`src/lm3d_pkg.sv`:
```
// Shared types and constants for the 3-D 26-neighbour local maximum detector.
`default_nettype none
package lm3d_pkg;

  localparam int ROW_LENGTH_W = 11;
  localparam int ROW_COUNT_W  = 16;
  localparam int CFG_DATA_W   = 16;
  localparam int RESULT_CNT_W = 26;
  localparam int TOTAL_W      = ROW_LENGTH_W + ROW_COUNT_W;
  localparam int FIELD_W      = 16;
  localparam int NEIGHBOURS   = 26;
  localparam int WIN_LANES    = NEIGHBOURS + 1;
  localparam int CENTER_LANE  = 13;

  localparam logic [ROW_LENGTH_W-1:0] ROW_LENGTH_RST = 11'd1024;
  localparam logic [ROW_COUNT_W-1:0]  ROW_COUNT_RST  = 16'd512;

  typedef enum logic {
    REG_ROW_LENGTH = 1'b0,
    REG_ROW_COUNT  = 1'b1
  } cfg_reg_t;

  // What the back end does with one queued item.
  typedef struct packed {
    logic flush;  // item past the last pixel: result only, no window update
    logic last;   // flush result closes the slice
    logic emit;   // pixel item gives a result
    logic judge;  // pixel result comes from the window test
  } item_ctl_t;

  localparam int CTL_W = $bits(item_ctl_t);

endpackage
`default_nettype wire

```
`src/lm3d_fifo.sv`:
```
// Two-entry queue between the classifier and the window datapath.
`default_nettype none
module lm3d_fifo
  import lm3d_pkg::*;
#(
  parameter int WIDTH = 8
) (
  input  wire logic             clk,
  input  wire logic             rst_n,
  input  wire logic             push,
  input  wire logic [WIDTH-1:0] push_data,
  output logic                  full,
  input  wire logic             pop,
  output logic                  not_empty,
  output logic [WIDTH-1:0]      head
);

  logic [WIDTH-1:0] ent_r [2];
  logic [WIDTH-1:0] ent_nxt [2];
  logic [1:0]       cnt_r, cnt_nxt;

  assign full      = (cnt_r == 2'd2);
  assign not_empty = (cnt_r != 2'd0);
  assign head      = ent_r[0];

  always_comb begin
    ent_nxt[0] = ent_r[0];
    ent_nxt[1] = ent_r[1];
    cnt_nxt    = cnt_r;
    if (pop) begin
      ent_nxt[0] = ent_r[1];
      cnt_nxt    = cnt_nxt - 2'd1;
    end
    if (push) begin
      if (cnt_nxt == 2'd0) begin
        ent_nxt[0] = push_data;
      end else begin
        ent_nxt[1] = push_data;
      end
      cnt_nxt = cnt_nxt + 2'd1;
    end
  end

  always_ff @(posedge clk) begin
    ent_r[0] <= ent_nxt[0];
    ent_r[1] <= ent_nxt[1];
    if (!rst_n) begin
      cnt_r <= 2'd0;
    end else begin
      cnt_r <= cnt_nxt;
    end
  end

endmodule
`default_nettype wire

```
`config.mk`:
```
export PLATFORM = sky130hd
export DESIGN_NAME = lm3d_fifo
export DESIGN_NICKNAME = d
export VERILOG_FILES = /design/src/lm3d_pkg.sv /design/src/lm3d_fifo.sv
export SDC_FILE = /design/constraint.sdc
export NUM_CORES = 1
export LEC_CHECK = 0
export BUFFER_PORTS_ARGS = -buffer_cell sky130_fd_sc_hd__buf_2
export CAP_MARGIN = 20
export CORE_UTILIZATION = 50
export CTS_CLUSTER_DIAMETER = 200
export DETAILED_ROUTE_END_ITERATION = 8
export HOLD_SLACK_MARGIN = 0.03
export PLACE_DENSITY = 0.85
export SLEW_MARGIN = 20
export SYNTH_ARGS = -nofsm -noshare
export SYNTH_HDL_FRONTEND = slang
export SYNTH_SLANG_ARGS = --single-unit
```
`constraint.sdc`:
```
create_clock -name clk -period 2.8 [get_ports clk]
set_clock_uncertainty 0.1 [all_clocks]
set_input_delay 0.14 -clock clk [delete_from_list [all_inputs] [get_ports clk]]
set_output_delay 0.14 -clock clk [all_outputs]
set_load 0.03 [all_outputs]
```
==> metrics <==
run status=complete, but fails checks; violated checks=design-rule violations; slew at the pin with the worst max-slew slack=0.396 ns; number of hold violations in the final report=0; via count of the first global-routing pass=523; Final ANT Viol Nets=0; number of cells after detailed placement=97; fin crit period=2.37 ns; number of warning messages in the yosys log=0; max-cap violation count=0; Inserted Diodes=0; count of cell types in the netlist=18; clock tree sinks=18; fin cells=110; Bufs on Longest Clock Path=2; Placeable Area=1560 um^2; fraction of layout cells with a size suffix above 1=0.394; total clock buffers created by CTS=3; FILL cells=133; number of DRC violations after detailed routing=2; count of hold buffers inserted by post-cts repair=9; multi-input logic area=310 um^2; Final Cycle Share=0.846; number of pins with negative max-slew slack in the final report=0; average wire per standard cell=12.8 um; kind of critical path=register to register; antenna violations before repair=0; initial standard-cell utilization of the core=0.552; post-synthesis instance total=71; first-pass GRT wire length=2.27 mm; total half-perimeter wirelength after legalization and detailed placement=973 um; layout-stage area growth over the synthesis result=17.4%; kind of end point of the critical path=register; Max Freq=0.422 GHz; I/O pins=22; sum of negative setup slack=0 ns; IR Drop Worst-Case VDD=0.394 mV; Final Net Count=110; CP arrival=2.29 ns; Post-CTS Resized=0; global-route congestion overflow total=0; post-CTS setup-driven buffer insertion count=0; total via count after detailed routing=556; clock insertion delay at the later pin of the skew report=0.30 ns; wirelength, routed=1.41 mm; Post-Syn Nets=86; most frequent cells in the layout=21 x sky130_fd_sc_hd__buf_2, 10 x sky130_fd_sc_hd__dfxtp_1, 9 x sky130_fd_sc_hd__mux2i_1, 9 x sky130_fd_sc_hd__nand3_1, 9 x sky130_fd_sc_hd__dlygate4sd3_1; path class of the lowest-slack min-delay path=primary input to register; required time at the endpoint of the critical path=2.72 ns; Die Outline Area=1890 um^2; TritonCTS clock tree=built; post-synthesis register bit count=18; die height=43.5 um; Post-Synthesis Cell Area=861 um^2; Clk pin slew, worst setup/hold paths=0.10 ns; deepest level of the CTS H-tree=1; largest net degree at the start of global routing=14; Pre-antenna DRT Iters=7; unrepaired setup endpoints after global routing=no; most common cell after layout, fill and taps aside=sky130_fd_sc_hd__buf_2; nature of the critical path startpoint=register; Final Util=0.648; final number of setup-violating endpoints=0; CTS Root Buffer Type=sky130_fd_sc_hd__clkbuf_4; Slew headroom=0.735; Pwr Density=678 nW/um^2; top fanout value on the critical path=10; FF/Latch Area=440 um^2; reported leakage power=0.447 nW; average cell area after synthesis=12.1 um^2; vias per cell=5.05; overall die width=43.5 um; site row count=14; violation count after the first detailed-routing iteration=14; sequential element share of the synthesized area=0.512; routability congestion estimate=0.705; post-route worst hold slack=0.0905 ns; Port Buffer Count=21; total track usage=0.174
layer usage:
layer  vias up  track usage  wire [um]
met3         4       0.0375         55
li1        287            -          -
met2        16        0.264        661
met4         0        0.131         25
met1       249        0.218        667
met5         -            0          0
sequential cells by signal (all words and copies together), names as in the netlist:
register,cells
cnt_r,2
ent_r,16
layout make-up:
| class | instances | share of cell area |
|---|---|---|
| multi-input combinational | 38 | 0.307 |
| clock inverter | 1 | 0.00371 |
| inverter | 3 | 0.0111 |
| clock buffer | 3 | 0.0223 |
| tap | 16 | 0.0198 |
| timing repair buffer | 31 | 0.200 |
| sequential | 18 | 0.436 |
cell usage after synthesis:
master / instances / area, um^2
sky130_fd_sc_hd__buf_4: 8 / 60.1
sky130_fd_sc_hd__buf_2: 1 / 5.00
sky130_fd_sc_hd__dfxtp_1: 10 / 200
sky130_fd_sc_hd__nand2b_1: 1 / 6.26
sky130_fd_sc_hd__edfxtp_1: 8 / 240
sky130_fd_sc_hd__nor2_2: 1 / 6.26
sky130_fd_sc_hd__nor2b_1: 1 / 6.26
sky130_fd_sc_hd__o31ai_2: 1 / 12.5
sky130_fd_sc_hd__nand2_1: 1 / 3.75
sky130_fd_sc_hd__ha_1: 3 / 37.5
sky130_fd_sc_hd__mux2i_1: 9 / 90.1
sky130_fd_sc_hd__buf_6: 3 / 33.8
sky130_fd_sc_hd__o21ai_2: 8 / 70.1
sky130_fd_sc_hd__or2_1: 1 / 6.26
sky130_fd_sc_hd__and2_4: 2 / 17.5
sky130_fd_sc_hd__nand3_1: 9 / 45.0
sky130_fd_sc_hd__inv_1: 3 / 11.3
sky130_fd_sc_hd__xnor2_1: 1 / 8.76
worst paths after layout:
path | start | endpoint | slack (ns) | cells past startpoint
min reg2reg | ent_r[0][1] | ent_r[0][1] | 0.43 | 2
min | push | cnt_r[0] | 0.09 | 3
max reg2reg | cnt_r[0] | ent_r[0][12] | 0.43 | 7
max | cnt_r[0] | ent_r[0][12] | 0.43 | 7
critical path, stage by stage, from the launching register on:
cell and delay [ns]:
sky130_fd_sc_hd__dfxtp_1 0.36, sky130_fd_sc_hd__inv_1 0.07, sky130_fd_sc_hd__ha_1 0.29, sky130_fd_sc_hd__and2_4 0.16, sky130_fd_sc_hd__or2_1 0.21, sky130_fd_sc_hd__ha_1 0.31
sky130_fd_sc_hd__nor2b_1 0.38, sky130_fd_sc_hd__buf_4 0.22
metrics by stage:
step | total power, mW | worst slack [ns] | cell area, um^2
2_1_floorplan | 0.539 | 0.583 | 861
3_3_place_gp | 0.545 | 0.514 | 895
3_5_place_dp | 0.550 | 0.449 | 895
4_1_cts | 0.692 | 0.425 | 1010
5_1_grt | 0.720 | 0.299 | 1010
6_report | 0.685 | 0.433 | 1010
where the power goes:
group	internal [mW]	total [mW]	switching, mW	leakage (nW)
sequential	0.319	0.336	0.0178	0.161
combinational	0.0811	0.217	0.135	0.271
clock	0.0520	0.132	0.0804	0.0154
total	0.452	0.685	0.234	0.447
cell families after synthesis:
| group | share of synthesized area |
|---|---|
| mux | 0.105 |
| compound gates | 0.0959 |
| simple gates | 0.106 |
| flops | 0.512 |
| fa+ha+maj | 0.0436 |
| xor+xnor | 0.0102 |
| buf+inv | 0.128 |
Note: power is estimated with default switching activity, not from simulation.
