**src/lm3d_pkg.sv**
```systemverilog
// Shared types and constants for the 3-D 26-neighbour local maximum detector.
`default_nettype none
package lm3d_pkg;

  localparam int ROW_LENGTH_W = 11;
  localparam int ROW_COUNT_W  = 16;
  localparam int CFG_DATA_W   = 16;
  localparam int RESULT_CNT_W = 26;
  localparam int TOTAL_W      = ROW_LENGTH_W + ROW_COUNT_W;
  localparam int FIELD_W      = 16;
  localparam int NEIGHBOURS   = 26;
  localparam int WIN_LANES    = NEIGHBOURS + 1;
  localparam int CENTER_LANE  = 13;

  localparam logic [ROW_LENGTH_W-1:0] ROW_LENGTH_RST = 11'd1024;
  localparam logic [ROW_COUNT_W-1:0]  ROW_COUNT_RST  = 16'd512;

  typedef enum logic {
    REG_ROW_LENGTH = 1'b0,
    REG_ROW_COUNT  = 1'b1
  } cfg_reg_t;

  // What the back end does with one queued item.
  typedef struct packed {
    logic flush;  // item past the last pixel: result only, no window update
    logic last;   // flush result closes the slice
    logic emit;   // pixel item gives a result
    logic judge;  // pixel result comes from the window test
  } item_ctl_t;

  localparam int CTL_W = $bits(item_ctl_t);

endpackage
`default_nettype wire

```
**src/lm3d_front.sv**
```systemverilog
// Front end: configuration registers, raster position tracking, item classification.
`default_nettype none
module lm3d_front
  import lm3d_pkg::*;
#(
  parameter int MAX_WIDTH   = 1024,
  parameter int SAMPLE_BITS = 16,
  parameter int XW          = $clog2(MAX_WIDTH),
  parameter int ITEM_W      = CTL_W + XW + 3 * SAMPLE_BITS
) (
  input  wire logic                   clk,
  input  wire logic                   rst_n,
  input  wire logic                   cfg_wr_en,
  input  wire logic                   cfg_index,
  input  wire logic [CFG_DATA_W-1:0]  cfg_wdata,
  input  wire logic                   in_valid,
  output logic                        in_stall,
  input  wire logic [FIELD_W-1:0]     in_prev_sample,
  input  wire logic [FIELD_W-1:0]     in_cur_sample,
  input  wire logic [FIELD_W-1:0]     in_next_sample,
  input  wire logic                   in_drain,
  output logic                        push,
  output logic [ITEM_W-1:0]           push_data,
  input  wire logic                   q_full
);

  logic [ROW_LENGTH_W-1:0] row_length_r;
  logic [ROW_COUNT_W-1:0]  row_count_r;
  logic [TOTAL_W-1:0]      total_r;
  logic [XW-1:0]           col_r, col_nxt;
  logic [ROW_COUNT_W-1:0]  row_r, row_nxt;
  logic [RESULT_CNT_W-1:0] res_r, res_nxt;

  logic [ROW_LENGTH_W-1:0] w_used;
  logic [ROW_COUNT_W-1:0]  h_used;
  logic                    accept;
  logic                    in_flush;
  logic                    last;
  logic                    row_done;
  item_ctl_t               ctl;
  logic [3*SAMPLE_BITS-1:0] packed_s;

  always_comb begin
    if (row_length_r == '0) begin
      w_used = ROW_LENGTH_W'(1);
    end else if (int'(row_length_r) > MAX_WIDTH) begin
      w_used = ROW_LENGTH_W'(MAX_WIDTH);
    end else begin
      w_used = row_length_r;
    end
  end

  assign h_used   = (row_count_r == '0) ? ROW_COUNT_W'(1) : row_count_r;
  assign in_stall = q_full;
  assign accept   = in_valid && !q_full;
  assign in_flush = (row_r >= h_used);
  assign last     = ({1'b0, res_r} + (RESULT_CNT_W + 1)'(1)) >= (RESULT_CNT_W + 1)'(total_r);
  assign row_done = (32'(col_r) + 32'd1) >= 32'(w_used);
  assign packed_s = {in_next_sample[SAMPLE_BITS-1:0], in_cur_sample[SAMPLE_BITS-1:0],
                     in_prev_sample[SAMPLE_BITS-1:0]};

  always_comb begin
    ctl.flush = in_flush;
    ctl.last  = in_flush && last;
    ctl.emit  = !in_flush && ((row_r >= ROW_COUNT_W'(2)) ||
                              (row_r == ROW_COUNT_W'(1) && col_r != '0));
    ctl.judge = !in_flush && (row_r >= ROW_COUNT_W'(2)) && (col_r >= XW'(2));
  end

  assign push      = accept && (in_flush || !in_drain);
  assign push_data = {ctl, col_r, packed_s};

  always_comb begin
    col_nxt = col_r;
    row_nxt = row_r;
    res_nxt = res_r;
    if (accept) begin
      if (in_flush) begin
        if (last) begin
          col_nxt = '0;
          row_nxt = '0;
          res_nxt = '0;
        end else begin
          res_nxt = res_r + RESULT_CNT_W'(1);
        end
      end else if (!in_drain) begin
        if (ctl.emit) begin
          res_nxt = res_r + RESULT_CNT_W'(1);
        end
        if (row_done) begin
          col_nxt = '0;
          row_nxt = row_r + ROW_COUNT_W'(1);
        end else begin
          col_nxt = col_r + XW'(1);
        end
      end
    end
    if (cfg_wr_en) begin
      col_nxt = '0;
      row_nxt = '0;
      res_nxt = '0;
    end
  end

  always_ff @(posedge clk) begin
    total_r <= TOTAL_W'(w_used) * TOTAL_W'(h_used);
    if (!rst_n) begin
      row_length_r <= ROW_LENGTH_RST;
      row_count_r  <= ROW_COUNT_RST;
      col_r        <= '0;
      row_r        <= '0;
      res_r        <= '0;
    end else begin
      col_r <= col_nxt;
      row_r <= row_nxt;
      res_r <= res_nxt;
      if (cfg_wr_en) begin
        unique case (cfg_reg_t'(cfg_index))
          REG_ROW_LENGTH: row_length_r <= cfg_wdata[ROW_LENGTH_W-1:0];
          REG_ROW_COUNT:  row_count_r  <= cfg_wdata[ROW_COUNT_W-1:0];
          default: ;
        endcase
      end
    end
  end

endmodule
`default_nettype wire

```
**config.mk**
```make
export PLATFORM = sky130hd
export DESIGN_NAME = lm3d_front
export DESIGN_NICKNAME = d
export VERILOG_FILES = /design/src/lm3d_pkg.sv /design/src/lm3d_front.sv
export SDC_FILE = /design/constraint.sdc
export NUM_CORES = 1
export LEC_CHECK = 0
export CAP_MARGIN = 0
export CORE_MARGIN = 3
export CORE_UTILIZATION = 35
export DETAILED_ROUTE_END_ITERATION = 7
export DONT_BUFFER_PORTS = 1
export PLACE_DENSITY = 0.53
export REMOVE_ABC_BUFFERS = 1
export SYNTH_ARGS = -nofsm -noshare
export SYNTH_HDL_FRONTEND = slang
export SYNTH_SLANG_ARGS = --single-unit
export TNS_END_PERCENT = 50
```
**constraint.sdc**
```tcl
create_clock -name clk -period 13.3 [get_ports clk]
set_clock_uncertainty 0.2 [all_clocks]
set_input_delay 3.325 -clock clk [delete_from_list [all_inputs] [get_ports clk]]
set_output_delay 3.325 -clock clk [all_outputs]
set_load 0.03 [all_outputs]
```
==> results of run 1 <==
cells by family after synthesis:
group	after synthesis	synth area share [%]
AND/OR/NAND/NOR	465	17.93
buffers and inverters	330	12.19
adder cells (fa/ha/maj)	251	34.30
AO/OA/AOI/OAI	230	13.90
flip-flops	106	17.85
XOR/XNOR	52	3.830
worst max-delay path, delay by kind of cell (launching register included):
kind	cells	cell delay, ns
buffers and inverters	1	0.24
AO/OA/AOI/OAI	3	0.92
flip-flops	1	0.38
AND/OR/NAND/NOR	6	1.71
adder cells (fa/ha/maj)	2	0.48
XOR/XNOR	1	0.22
power by group:
part / internal (uW) / total [uW] / switching [uW] / leakage, uW
sequential: 325 / 335 / 9.38 / 0.000860
clock: 169 / 311 / 142 / 0.000163
combinational: 36.6 / 107 / 70.2 / 0.00455
total: 531 / 752 / 221 / 0.00558
path summary, 6_finish.rpt:
check	from	to	cells past startpoint
min reg2reg	row_count_r[0]	row_count_r[0]	2
max	res_r[0]	push_data[60]	13
min	row_count_r[0]	row_count_r[0]	2
max reg2reg	row_length_r[10]	total_r[23]	20
flip-flops by register name, summed over array words and instances, names as in the netlist:
| register | flops |
|---|---|
| total_r | 27 |
| row_r | 16 |
| col_r | 10 |
| row_length_r | 11 |
| res_r | 26 |
| row_count_r | 16 |
layout make-up:
class,instances,share of cell area (%)
multi-input combinational,998,68.18
inverter,224,6.887
clock inverter,7,0.8712
sequential,106,17.38
tap,442,4.530
clock buffer,9,1.845
timing repair buffer,5,0.3075
routing by layer:
layer  vias up  global-route usage (%)  part of all wire [%]
met1      4567                   26.30                    48
met4         4                   4.036                   1.5
met2       266                   27.39                    42
met5         -                   3.846                  0.37
met3        33                   6.066                   7.9
li1       4424                       -                     -
synth_stat cells (20+ instances only):
cell and number:
inv_1 215, clkbuf_1 45, nor3_1 26, ha_1 126, nand3_1 22, fa_1 125, a21boi_0 26, buf_4 51
a21oi_1 57, nand2_1 198, dfxtp_1 106, xnor2_1 36, nor2_1 104, and3_1 20, a21o_1 24, o21ai_0 22
metrics by stage:
| stage | total power, uW | util, % | cells | instance area [um2] | setup slack [ns] |
|---|---|---|---|---|---|
| finish | 752.2 | 36.96 | 1791 | 12210 | 5.447 |
| global route | 788.4 | 36.96 | 1791 | 12210 | 5.145 |
| CTS | 763.8 | 36.96 | 1791 | 12210 | 5.459 |
| detailed placement | 449.0 | 35.95 | 1775 | 11880 | 5.648 |
| global placement | 448.1 | 35.95 | 1775 | 11880 | 5.676 |
| floorplan | 413.4 | - | 1328 | 11280 | 5.718 |
==> key figures, run 1 <==
Timing
  • Hold WS: about 0.28 ns
  • Crit share post-route: 59.04%
  • Slew @ Worst Pin: 1.186 ns
  • Fin. Hold Viols: 0
  • Max_slew headroom: 20.80%
  • Final TNS setup: 0 ns
  • RSZ-0062 raised after global routing: no
  • Final Max Slew Viols: 0
  • Max Clock Freq: 0.1273 GHz
  • Crit path time final: 7.853 ns
  • Final setup violation count: 0

Final layout
  • Antenna fix cells: 0
  • Commonest non-fill, non-tap cell in the layout: inv_1
  • FF+latch area: 2122 um2
  • Nets: 1,666
  • Most frequent cells in the layout: 215 x inv_1, 198 x nand2_1, 126 x ha_1
  • Layout cells sized above 1: 4.299%
  • Fillers: 3,459
  • Multi-input logic area: 8323 um2
  • Area Growth Syn to Fin: 2.662%

Route
  • DR WL/cell: 18.20 um
  • DRT antenna net count: 0
  • Final WL: 32,590 um
  • DRT iter0 DRCs: 666
  • DR vias: 9,294
  • DRC violations left: 0
  • Router iterations before antenna repair: 5
  • Via density: 5.189

Clock network
  • Total CTS buffers: 9
  • Post-CTS sizing: 0
  • Htree depth: 3
  • Post-CTS Repair Setup Buffers: 0
  • Clk_lat worst skew: ~0.37 ns
  • CTS Buffer Depth: 2
  • Root buf cell: clkbuf_16
  • Reg clk slew, reported paths: approximately 0.08 ns
  • CTS Hold Bufs: 0
  • CTS Sinks: 106
  • CTS tree: yes

Synth
  • Synth cell types: 67
  • Seq cells post-synth: ~110
  • Async S/R FF share, synth: 0%
  • Syn Area/Cell: approximately 8.3 um2
  • Ys Warns: 0
  • Syn Inst Count: 1,434
  • Sequential area share after synthesis: between 10% and 20%
  • Synth top area share: 21.04%
  • Post-synth EDFFs: 0
  • Top cells by area, synth: fa_1 21%, dfxtp_1 18%, ha_1 13%
  • Area of the mapped netlist: 11,890 um2
  • Area leader, netlist: fa_1
  • Synth Flop Type: dfxtp_1

Flow run
  • Max-cap violations: 0

Global route
  • Largest net degree at the start of global routing: 32
  • Total GRT Usage: 18.60%
  • Initial antenna violation count: 0
  • Vias in the first global route: approximately 9,300
  • First-pass GRT wire length: between 50,000 and 60,000 um
  • Congestion Overflow GR: 0

Floorplan
  • Initial Util: 36.00%
  • Width of the die: 190.3 um
  • Core Area: roughly 33,000 um2
  • Row count: 66
  • IO Pins: 135
  • Die Height: approximately 190 um
  • Die area: 36,220 um2

Power
  • PD cells: 61.62 nW/um2
  • Max IR drop VDD: 0.05829 mV
  • P_leak: 0.005577 uW

Placement
  • Gpl congestion: about 0.9
  • DP Wirelength: around 26,000 um
  • Number of port buffers: 0

Critical path
  • CP required: 9.77 ns
  • Critical-path cell list: ha_1 -> and3_1 -> nand4_1 -> nor4_1 -> nand3_1 -> xnor2_1 -> ha_1 -> nand3_1 -> nor3_1 -> a221o_1 -> a31o_2 -> o21ai_1 -> inv_1
  • Slowest Stage Delay on Critical Path: 0.64 ns
  • Worst setup SP type: flop
  • Peak fanout along the critical path: 6
  • Kind of critical path: flop to output pin
  • Critical path endpoint category: output pin
  • Reg2reg setup slack: 5.91 ns
  • Crit path DAT: 4.33 ns
  • Slowest CP cell: nor4_1

Hold path
  • Worst min path class: flop to flop

Run status
  • Status: completed
Power figures use the tool's default switching activity.
==> run 2, diff against run 1 <==
- clock period: 13.3 -> 7.9 ns (I/O delays scaled with it)
==> run 2 against run 1 <==
Compared with the run above: total power is 60% higher; critical endpoint is now total_r[23]; worst setup slack worse by 4.8 ns; count of clock-buffer cells in the layout is 1 higher.
==> key figures, run 2 (synthesis results as in run 1) <==
Critical path
  • Worst setup SP type: flop
  • Critical path endpoint category: flop
  • Crit path DAT: between 7 and 8 ns
  • Kind of critical path: flop to flop
  • Worst r2r dst: total_r[23]
  • Worst r2r path cells: 19
  • Peak fanout along the critical path: 11
  • CP required: 7.92 ns
  • Crit path from: row_count_r[7]
  • Critical Path End: total_r[23]
  • Reg2reg start: row_count_r[7]
  • Reg2reg setup slack: 0.62 ns

Timing
  • Slew @ Worst Pin: roughly 1.1 ns
  • RSZ-0062 raised after global routing: no
  • Final Max Slew Viols: 0
  • Final TNS setup: 0 ns
  • Crit share post-route: a little over 90%
  • Final worst slack: 0.6197 ns
  • Max_slew headroom: 28.02%
  • Fin. Hold Viols: 0
  • Crit path time final: ~7.3 ns
  • Max Clock Freq: 0.1374 GHz
  • Final setup violation count: 0

Clock network
  • Root buf cell: clkbuf_16
  • Post-CTS sizing: 0
  • CTS tree: yes
  • Htree depth: 3
  • Reg clk slew, reported paths: 0.08 ns
  • Clk_lat worst skew: between 0.3 and 0.4 ns
  • CTS Hold Bufs: 0
  • Total CTS buffers: 9
  • Post-CTS Repair Setup Buffers: 0
  • CTS Sinks: between 100 and 150
  • CTS Buffer Depth: 2

Power
  • Cell Int Power: 839.7 uW
  • Logic pwr share: 14.9%
  • Flop pwr share: a little under half
  • P_leak: 0.005590 uW
  • Clock network fraction of total power: between 30% and 40%
  • Switching share of power: slightly above 30%
  • PD cells: 98.80 nW/um2
  • Max IR drop VDD: around 0.12 mV
  • Sw power: about 370 uW

Hold path
  • Worst min path class: flop to flop
  • Worst Hold Launch: row_count_r[0]

Final layout
  • Antenna fix cells: 0
  • Most frequent cells in the layout: 215 x inv_1, 198 x nand2_1, 126 x ha_1
  • Most flops, register: total_r
  • Nets: 1,672
  • Largest regs: total_r (27), res_r (26)
  • Area Growth Syn to Fin: 2.757%
  • Commonest non-fill, non-tap cell in the layout: inv_1
  • Layout cells sized above 1: under 10%
  • Max FFs per register: 27
  • Cell area after layout: 12,220 um2

Floorplan
  • Initial Util: 36.00%
  • Core Area: 33,030 um2
  • IO Pins: 135
  • Die Height: 190.3 um
  • Row count: 66
  • Width of the die: 190.3 um
  • Die area: 36,220 um2

Run status
  • Status: completed

Route
  • DR vias: 9,327
  • Via density: 5.190
  • DR WL/cell: 18.11 um
  • Router iterations before antenna repair: 5
  • Final WL: 32,540 um
  • DRC violations left: 0
  • DRT antenna net count: 0
  • DRT iter0 DRCs: 687

Global route
  • Initial antenna violation count: 0
  • First-pass GRT wire length: about 53,000 um
  • Congestion Overflow GR: 0
  • Largest net degree at the start of global routing: 31
  • Total GRT Usage: 18.63%
  • Vias in the first global route: approximately 9,300

Placement
  • Setup WS pre-CTS: approximately 0.76 ns
  • Number of port buffers: 0
  • Gpl congestion: 0.9555
  • DP Wirelength: roughly 26,000 um
  • Area post-placement: 11,920 um2

Flow run
  • Max-cap violations: 0
==> run 2: changes by cell type in the layout (fill, tap and decap cells not counted), sizes merged <==
cell / previous run / this run
clkinvlp: 0 / 1
clkbuf: 9 / 10
buf: 5 / 11
bufinv: 2 / 0
==> run 2: how the worst min path moves through the flow <==
stage / end / slack (ns) / cells after the start
floorplan: row_count_r[0] / 0.24 / 2
global placement: row_length_r[4] / 0.27 / 2
detailed placement: row_length_r[4] / 0.28 / 2
CTS: row_length_r[4] / 0.29 / 2
global route: row_length_r[4] / 0.31 / 2
finish: row_count_r[0] / 0.29 / 2
==> run 2: layout make-up <==
type | count | area, um2
clock inverters | 6 | 58.81
multi-input cells | 998 | 8323
repair buffers | 11 | 82.58
clock buffers | 10 | 239.0
flip-flops and latches | 106 | 2122
fillers | 3467 | 20810
well taps | 442 | 553.0
inverters | 224 | 840.8
==> run 2: power groups by stage <==
stage	combinational [uW]	sequential [uW]	clock, uW
after floorplan	125	571	0
after global placement	179	572	0
after detailed placement	179	574	0
after CTS	180	561	482
after global routing	204	563	497
final	180	561	466
==> run 2: layer usage <==
| metal | global-route usage (%) | vias to the layer above | share of wire (%) |
|---|---|---|---|
| met3 | 5.827 | 28 | 7.9 |
| li1 | - | 4447 | - |
| met5 | 3.846 | - | 0.42 |
| met4 | 3.726 | 4 | 1.2 |
| met2 | 28.08 | 294 | 43 |
| met1 | 26.06 | 4554 | 48 |
==> run 2: per-stage QoR <==
step | hold slack [ns] | utilization (%) | total power, uW | std cells
final | 0.2856 | 36.99 | 1207 | 1797
after global routing | 0.3080 | 36.99 | 1264 | 1797
after CTS | 0.2889 | 36.99 | 1223 | 1797
after detailed placement | 0.2766 | 36.09 | 752.3 | 1781
after global placement | 0.2663 | 36.09 | 751.0 | 1781
after floorplan | 0.2432 | - | 696.0 | 1328
==> run 2: worst max-delay path: stages, from the launching register on <==
cell and delay, ns:
dfxtp_1 0.57, nor4_1 0.13, a41oi_1 0.83, inv_1 0.24, nand2_1 0.16, fa_1 0.43, fa_1 0.55, inv_1 0.06
fa_1 0.50, fa_1 0.54, inv_1 0.05, fa_1 0.52, inv_1 0.04, ha_1 0.24, o41ai_1 0.69, o31ai_1 0.26
a211oi_1 0.29, o21bai_1 0.22, a2111oi_0 0.48, a311oi_1 0.09
==> run 3, diff against run 2 <==
- GPL_TIMING_DRIVEN: not set -> 0
==> run 3 against run 2 <==
Compared with the run above: sequential share of layout area shrank 0.052 points; flip-flop and latch count is the same; cell count shrank 0.11%; critical path depth is the same; die area is the same; largest cell class unchanged.
==> key figures, run 3 (synthesis results as in run 1) <==
Run status
  • Status: completed

Critical path
  • Critical-path cell list: nor2b_2 -> clkinv_1 -> nor2_1 -> fa_1 -> inv_1 -> fa_1 -> inv_1 -> fa_1 -> fa_1 -> inv_1 -> fa_1 -> inv_1 -> ha_1 -> o41ai_1 -> o31ai_1 -> a211oi_1 -> o21bai_1 -> a2111oi_0 -> a311oi_1
  • Crit path DAT: approximately 7.3 ns
  • Slowest CP cell: o41ai_1
  • Worst r2r path cells: 19
  • Critical path endpoint category: flop
  • CP most frequent cell: fa_1
  • Slowest Stage Delay on Critical Path: approximately 0.74 ns
  • CP required: 7.93 ns
  • Peak fanout along the critical path: 31
  • Worst setup SP type: flop
  • Kind of critical path: flop to flop
  • Reg2reg setup slack: 0.60 ns

Route
  • DRT antenna net count: 0
  • Met3 wire len: 2423 um
  • WL met1: 15,310 um
  • DRT iter0 DRCs: 641
  • Top sig layer: met5
  • Final WL: 32,130 um
  • Met2 wire len: 13,950 um
  • DRC violations left: 0
  • DR vias: 9,310
  • DR WL/cell: 17.90 um
  • Router iterations before antenna repair: 7
  • Via density: 5.187

Timing
  • Max_slew headroom: 32.51%
  • Final worst slack: ~0.60 ns
  • Hold WS: 0.2877 ns
  • Crit path time final: 7.298 ns
  • Final setup violation count: 0
  • RSZ-0062 raised after global routing: no
  • Slew @ Worst Pin: between 1 and 1.5 ns
  • Crit share post-route: 92.38%
  • Fin. Hold Viols: 0
  • Final Max Slew Viols: 0
  • Final TNS setup: 0 ns
  • Max Clock Freq: 0.1370 GHz

Final layout
  • Area Growth Syn to Fin: 3.125%
  • Antenna fix cells: 0
  • Most frequent cells in the layout: 215 x inv_1, 198 x nand2_1, 126 x ha_1
  • Fillers: 3,457
  • Layout cells sized above 1: 5.100%
  • Final Core Density: 37.13%
  • Nets: ~1,700
  • Largest regs: total_r (27), res_r (26)
  • Cell area after layout: between 10,000 and 15,000 um2
  • Max FFs per register: 27
  • Most flops, register: total_r
  • Commonest non-fill, non-tap cell in the layout: inv_1

Floorplan
  • Row count: 66
  • Die area: 36,220 um2
  • Width of the die: 190.3 um
  • IO Pins: 135
  • Core Area: ~33,000 um2
  • Initial Util: 36.00%
  • Die Height: 190.3 um

Flow run
  • Max-cap violations: 0

Clock network
  • CTS Hold Bufs: 0
  • CTS Buffer Depth: 2
  • Clk_lat worst skew: between 0.3 and 0.4 ns
  • Root buf cell: clkbuf_16
  • CTS tree: yes
  • Total CTS buffers: 9
  • Reg clk slew, reported paths: 0.08 ns
  • CTS Sinks: 106
  • Htree depth: 3

Power
  • P_leak: around 0.0056 uW
  • PD cells: about 100 nW/um2
  • Max IR drop VDD: 0.09987 mV

Global route
  • Initial antenna violation count: 0
  • Largest net degree at the start of global routing: 32
  • First-pass GRT wire length: 52,720 um
  • Vias in the first global route: 9,392
  • Total GRT Usage: around 19%
  • Congestion Overflow GR: 0

Placement
  • DP Wirelength: 24,940 um
  • Gpl congestion: approximately 0.87
  • Setup WS pre-CTS: -0.04189 ns
  • Number of port buffers: 0
  • Area post-placement: 11,860 um2

Hold path
  • Worst Hold Path Cells: 2
  • Worst min path class: flop to flop
[run 3: timing repair]
item                       4_1_cts  5_1_grt
setup endpoints to repair        1        4
resized for setup                2        4
pin swaps                        0        0
buffers inserted                 0        8
[run 3: report_power, final]
| part | internal [uW] | total, uW | switching [uW] |
|---|---|---|---|
| Combinational | 61.0 | 174 | 113 |
| Sequential | 548 | 568 | 19.8 |
| Clock | 259 | 500 | 241 |
| Total | 868 | 1240 | 373 |
[run 3: final cells by class]
| class | instances | area (um2) | area share (%) |
|---|---|---|---|
| clock buffer | 10 | 239.0 | 1.949 |
| clock inverter | 6 | 72.57 | 0.5918 |
| inverter | 224 | 840.8 | 6.856 |
| multi-input combinational | 998 | 8347 | 68.06 |
| sequential | 106 | 2123 | 17.31 |
| tap | 442 | 553.0 | 4.510 |
| timing repair buffer | 9 | 87.58 | 0.7142 |
[run 3: critical path: cells and delay by family (launching register included)]
family	cells	cell delay, ns
simple gates	2	0.88
flops	1	0.55
buf+inv	5	0.83
fa+ha+maj	6	2.58
compound gates	6	2.10
[run 3: path summary, 6_finish.rpt]
| check | startpoint | to |
|---|---|---|
| worst max-delay path | row_length_r[10] | total_r[23] |
| worst min-delay path | row_length_r[9] | row_length_r[9] |
| worst max register to register | row_length_r[10] | total_r[23] |
| worst min register to register | row_length_r[9] | row_length_r[9] |
[run 3: routing by layer]
metal | global-route usage [%] | up-vias
met1 | 26.16 | 4610
met3 | 5.790 | 27
li1 | - | 4429
met2 | 27.66 | 242
met5 | 3.984 | -
met4 | 3.697 | 2
[run 3: per-stage QoR]
stage | power [uW] | std cells
2_1_floorplan | 696.0 | 1328
3_3_place_gp | 748.0 | 1770
3_5_place_dp | 751.6 | 1771
4_1_cts | 1256 | 1787
5_1_grt | 1300 | 1795
6_report | 1242 | 1795
